`config.mk`:
```
export PLATFORM = sky130hd
export DESIGN_NAME = obm_book
export DESIGN_NICKNAME = d
export VERILOG_FILES = /design/src/order_book_matcher_macros.svh /design/src/obm_pkg.sv /design/src/obm_cell.sv /design/src/obm_book.sv
export SDC_FILE = /design/constraint.sdc
export NUM_CORES = 2
export LEC_CHECK = 0
export BUFFER_PORTS_ARGS = -buffer_cell sky130_fd_sc_hd__buf_4
export CORE_ASPECT_RATIO = 1.25
export CORE_UTILIZATION = 57
export DETAILED_ROUTE_END_ITERATION = 8
export PLACE_DENSITY = 0.76
export SLEW_MARGIN = 20
export SYNTH_ARGS = -nofsm -noshare
export SYNTH_HDL_FRONTEND = slang
export SYNTH_SLANG_ARGS = --single-unit
```
`constraint.sdc`:
```
create_clock -name clk -period 11.6 [get_ports clk]
set_input_delay 3.48 -clock clk [delete_from_list [all_inputs] [get_ports clk]]
set_output_delay 3.48 -clock clk [all_outputs]
set_load 0.03 [all_outputs]
```
`src/order_book_matcher_macros.svh`:
```
// Assertion macros for the order book matcher.
// Used by the top level only; no other dependencies.
`ifndef ORDER_BOOK_MATCHER_MACROS_SVH
`define ORDER_BOOK_MATCHER_MACROS_SVH
`ifndef ASSERT_OFF
`define OBM_ASSERT_NEVER(label, clk, rst, cond) \
  label: assert property (@(posedge clk) disable iff (rst) !(cond)) \
    else $error("assertion failed");
`define OBM_ASSERT_IMPL(label, clk, rst, a, b) \
  label: assert property (@(posedge clk) disable iff (rst) (a) |-> (b)) \
    else $error("assertion failed");
`define OBM_ASSERT_NEXT(label, clk, rst, a, b) \
  label: assert property (@(posedge clk) disable iff (rst) (a) |=> (b)) \
    else $error("assertion failed");
`else
`define OBM_ASSERT_NEVER(label, clk, rst, cond)
`define OBM_ASSERT_IMPL(label, clk, rst, a, b)
`define OBM_ASSERT_NEXT(label, clk, rst, a, b)
`endif
`endif

```
`src/obm_pkg.sv`:
```
// Shared types and codes for the order book matcher.
// No dependencies.
`default_nettype none
package obm_pkg;
  localparam int CNT_W = 6;

  localparam logic [2:0] REQ_BUY      = 3'd0;
  localparam logic [2:0] REQ_SELL     = 3'd1;
  localparam logic [2:0] REQ_CANCEL   = 3'd2;
  localparam logic [2:0] REQ_MOD_BUY  = 3'd3;
  localparam logic [2:0] REQ_MOD_SELL = 3'd4;

  localparam logic [2:0] ST_FILLED    = 3'd0;
  localparam logic [2:0] ST_RESTED    = 3'd1;
  localparam logic [2:0] ST_DROPPED   = 3'd2;
  localparam logic [2:0] ST_CANCELLED = 3'd3;
  localparam logic [2:0] ST_REJECT    = 3'd4;
  localparam logic [2:0] ST_FULL      = 3'd5;

  typedef struct packed {
    logic [31:0] id;
    logic [31:0] price;
    logic [31:0] qty;
  } entry_t;

  // command to one book, applied to every cell at once
  typedef struct packed {
    logic             shift_en;
    logic [CNT_W-1:0] shift_from;
    logic             load_en;
    logic [CNT_W-1:0] load_idx;
    entry_t           load_data;
    logic             cnt_inc;
    logic             cnt_dec;
  } book_cmd_t;
endpackage
`default_nettype wire

```
`src/obm_cell.sv`:
```
// One slot of a book: holds an entry, takes its upper neighbor on a shift.
// Depends on obm_pkg.
`default_nettype none
module obm_cell #(
  parameter int IDX = 0
) (
  input  wire logic               clk,
  input  wire obm_pkg::book_cmd_t cmd,
  input  wire obm_pkg::entry_t    upper,
  input  wire logic [31:0]        key,
  output obm_pkg::entry_t         entry,
  output logic                    hit
);
  localparam logic [obm_pkg::CNT_W-1:0] MyIdx = obm_pkg::CNT_W'(IDX);

  // load wins over shift
  always_ff @(posedge clk) begin
    if (cmd.load_en && cmd.load_idx == MyIdx) begin
      entry <= cmd.load_data;
    end else if (cmd.shift_en && MyIdx >= cmd.shift_from) begin
      entry <= upper;
    end
  end

  assign hit = (entry.id == key);
endmodule
`default_nettype wire

```
`src/obm_book.sv`:
```
// One packed book: a chain of cells plus the fill count.
// Depends on obm_pkg and obm_cell.
`default_nettype none
module obm_book #(
  parameter int DEPTH = 32
) (
  input  wire logic                        clk,
  input  wire logic                        rst,
  input  wire obm_pkg::book_cmd_t          cmd,
  input  wire logic [31:0]                 key,
  output obm_pkg::entry_t                  head,
  output logic [obm_pkg::CNT_W-1:0]        count,
  output logic [DEPTH-1:0]                 hits
);
  obm_pkg::entry_t ent [DEPTH+1];
  logic [DEPTH-1:0] raw_hit;

  assign ent[DEPTH] = '0;

  for (genvar i = 0; i < DEPTH; i++) begin : g_cell
    obm_cell #(.IDX(i)) u_cell (
      .clk  (clk),
      .cmd  (cmd),
      .upper(ent[i+1]),
      .key  (key),
      .entry(ent[i]),
      .hit  (raw_hit[i])
    );
    assign hits[i] = raw_hit[i] && (obm_pkg::CNT_W'(i) < count);
  end

  assign head = ent[0];

  // fill count
  always_ff @(posedge clk) begin
    if (rst) begin
      count <= '0;
    end else if (cmd.cnt_inc && !cmd.cnt_dec) begin
      count <= count + 1'b1;
    end else if (cmd.cnt_dec && !cmd.cnt_inc) begin
      count <= count - 1'b1;
    end
  end
endmodule
`default_nettype wire

```
==> flow_metrics.py <==
metrics = {
    "grt": {
        "grt_pass1_vias": 79700,
        "wire_length_of_the_first_global_routing_pass_um": 586000,
        "maximum_number_of_pins_on_one_net_before_global_route_repair": 97,
        "grt_usage": 0.323,
        "grt.busiest_layer": "met2",
        "grt.met1_usage": 0.397,
        "antenna_found_initial": 43,
        "grt_remaining_overflow": 0,
        "met2_usage_in_global_routing": 0.539,
        "grt.met3_usage": 0.0620,
    },
    "synthesis": {
        "synth_seq_cells": 3078,
        "synth_fp_nets": 8744,
        "synth_sequential_area_ratio": 0.648,
        "number_of_enable_flip_flop_cells_after_synthesis": 3072,
        "total_standard_cell_area_after_synthesis_um2": 143000,
        "synthesis.area_per_instance_um2": 16.6,
        "post_synthesis_async_set_or_reset_flop_share": 0,
        "synth.distinct_cells": 50,
        "yosysWarningCount": 0,
        "synth_top_flop_cell": "edfxtp_1",
        "synthCells": 8593,
    },
    "timing": {
        "slew_headroom": 0.168,
        "finalClockSkew_ns": 0.0421,
        "timing.setup.tns_ns": 0,
        "final.period_utilization": 0.874,
        "worst-slew-pin-transition_ns": 1.25,
        "rsz0062_at_grt": "no",
        "fmax_mhz": 98.6,
        "setup_slack_of_the_critical_path_after_layout_ns": 1.46,
        "final-max-slew-violation-count": 0,
        "whs_ns": 0.520,
        "final-setup-viol-count": 0,
        "timing_hold_violations_final": 0,
        "final_critical_path_required_period_ns": 10.14,
    },
    "power_and_ir_drop": {
        "net_switching_power_mw": 5.48,
        "vdd_drop_max_uv": 162,
        "p_leak_nw": 52.0,
        "power.total_mw": 24.1,
        "power.sequential.fraction": 0.527,
        "cell_internal_pwr_mw": 18.7,
        "logic_pwr_share": 0.061,
        "power.density_nw_per_um2": 154,
        "power.share.switching": 0.227,
        "clockPowerShare": 0.412,
    },
    "layout": {
        "postLayoutCoreUtil": 0.632,
        "design_area_um2": 157000,
        "areaGrowthSynthToFinish_pct": 9.83,
        "final_nets": 8638,
        "non_filler_instance_count_after_layout": 12000,
        "share_of_final_layout_standard_cells_stronger_than_drive_strength_1": 0.443,
    },
    "placement": {
        "io_buffers": 279,
        "placed_cell_area_um2": 147000,
        "dp_cells": 11500,
        "dp_worst_setup_slack_ns": 1.72,
        "gp_routability_congestion": 0.959,
        "dpl.hpwl_um": 244000,
    },
    "worst_setup_path": {
        "cp_slowest_cell": "buf_4",
        "arrival_ns": 6.66,
        "crit_chain": "buf_4, xor2_1, nor4_1, nand4_1, a2111oi_0, buf_4, buf_4",
        "critPathKind": "in -> out",
        "crit-reg2reg-capture": "count[4]$_SDFFE_PP0P_",
        "critical_path_startpoint": "key[25]",
        "r2r_cells": 7,
        "cp_max_fo": 29,
        "crit_path_launch_type": "primary input",
        "worstPathRequired_ns": 8.12,
        "largest_incremental_delay_on_the_critical_path_ns": 0.71,
        "r2r_start": "count[1]$_SDFFE_PP0P_",
        "endpoint_class_of_the_critical_path": "output port",
        "cp-endpoint": "hits[5]",
        "critPathMostFrequentCell": "buf_4",
        "r2r_setup_slack_ns": 9.13,
    },
    "die": {
        "fp.dieArea_um2": 252000,
        "die_w_um": 449,
        "die_height_um": 561,
        "core_region_area_um2": 248000,
        "io_pins": 280,
        "num_rows": 204,
        "floorplan.initialDensity": 0.575,
    },
    "detailed_routing": {
        "wl_per_instance_um": 34.3,
        "drt-initial-drc-count": 8725,
        "detail-route-antenna-nets": 0,
        "routed-via-count": 78500,
        "detail_route.drc_violations": 0,
        "drtPass1Iterations": 5,
        "routed_wirelength_um": 412000,
        "number_of_vias_per_cell": 6.52,
    },
    "clock_tree": {
        "cts_setup_buffers": 0,
        "num_cts_buffers": 311,
        "hold_buffers": 0,
        "cts_root_buf": "clkbuf_16",
        "cts_htree_levels": 5,
        "insertion_delay_ns": 0.90,
        "clock_tree.buffer_depth": 4,
        "clkTransAtPathRegs_ns": 0.06,
        "cts_tree": "yes",
        "postCtsResizedCells": 0,
        "clkSinkCount": 3078,
    },
    "flow_run": {
        "max_cap_viols": 0,
    },
    "worst_hold_path": {
        "hp-class": "reg -> reg",
        "whs_path_depth": 1,
    },
    "status": {
        "outcome": "finished, final reports clean",
    },
}
cells by family after synthesis:
| family | after synthesis | share of synthesized area |
|---|---|---|
| compound gates | 71 | 0.00335 |
| xor+xnor | 1029 | 0.0632 |
| fa+ha+maj | 5 | 0.000439 |
| buf+inv | 863 | 0.0270 |
| flops | 3078 | 0.648 |
| mux | 2977 | 0.235 |
| simple gates | 570 | 0.0232 |
flip-flops by register name, indices dropped and copies added, names as in the netlist:
| signal | count |
|---|---|
| count | 6 |
| g_cell.u_cell.entry | 3072 |
synthesized netlist by cell type (all sizes together) (6+ instances only):
master,count,area (um2)
edfxtp,3072,92200
mux2,2976,33500
xor2,942,8250
buf,452,2310
clkbuf,404,1520
nor4,228,1430
and2,98,613
xnor2,87,762
nand4,51,319
nand2,49,184
nor3,44,241
nand3,40,200
nor2,31,124
o21ai,25,125
o2111ai,12,105
a21o,8,60.1
a21oi,8,40.0
nand2b,8,50.1
inv,7,26.3
dfxtp,6,120
power by group through the flow:
stage / registers, mW / clock network (mW) / logic (mW)
final: 12.7 / 9.93 / 1.48
after global routing: 12.7 / 10.4 / 1.53
after CTS: 12.7 / 10.0 / 1.46
after detailed placement: 13.0 / 0 / 1.45
after global placement: 12.9 / 0 / 1.42
after floorplan: 12.9 / 0 / 0.843
layout by cell type, fill, tap and decap left out, types with 5 or more instances in the layout:
master,Yosys,final
a21o_4,0,7
a21oi_1,8,8
and2_1,97,97
buf_4,118,431
bufinv_16,0,27
clkbuf_1,404,68
clkbuf_16,0,318
clkinv_1,0,75
clkinv_2,0,38
clkinvlp_4,0,5
dfxtp_1,6,6
diode_2,0,16
edfxtp_1,3072,3072
ha_1,5,5
inv_1,7,7
inv_6,0,9
mux2_1,29,29
mux2_2,2947,2947
nand2_1,49,23
nand2_4,0,25
nand2b_1,8,5
nand3_1,40,40
nand4_1,51,51
nor2_1,28,19
nor2_4,0,12
nor3_1,41,39
nor4_1,228,224
o2111ai_1,12,12
o21ai_0,25,14
o21ai_4,0,11
xnor2_1,87,87
xor2_1,942,942
worst min-delay path by stage:
stage | slack [ns] | startpoint | end
2_1_floorplan | 0.52 | g_cell[25].u_cell.entry[0]$_DFFE_PP_ | g_cell[24].u_cell.entry[0]$_DFFE_PP_
3_3_place_gp | 0.52 | g_cell[20].u_cell.entry[19]$_DFFE_PP_ | g_cell[19].u_cell.entry[19]$_DFFE_PP_
3_5_place_dp | 0.53 | g_cell[4].u_cell.entry[25]$_DFFE_PP_ | g_cell[3].u_cell.entry[25]$_DFFE_PP_
4_1_cts | 0.52 | g_cell[3].u_cell.entry[32]$_DFFE_PP_ | g_cell[2].u_cell.entry[32]$_DFFE_PP_
5_1_grt | 0.54 | g_cell[3].u_cell.entry[32]$_DFFE_PP_ | g_cell[2].u_cell.entry[32]$_DFFE_PP_
6_report | 0.52 | g_cell[1].u_cell.entry[40]$_DFFE_PP_ | g_cell[0].u_cell.entry[40]$_DFFE_PP_
critical path: cells and delay by family:
kind,cells,cell delay (ns)
AOI/OAI and AO/OA,1,0.69
xor gates and xnor gates,1,0.14
buffers and inverters,3,1.14
and+or+nand+nor,2,1.18
layer usage:
layer,up-vias,share of wire
met4,36,0.062
met2,4156,0.49
li1,32200,-
met1,40900,0.36
met3,1162,0.085
met5,-,0.00056
layout make-up:
class	instances	area [um2]
clock buffers	386	8210
inverters	7	26.3
diodes	16	40.0
well taps	3296	4120
fillers	17300	91200
flip-flops and latches	3078	92400
repair buffers	437	3370
clock inverters	162	1530
multi-input cells	4652	46900
No activity file was read; power rests on OpenSTA's default activity.
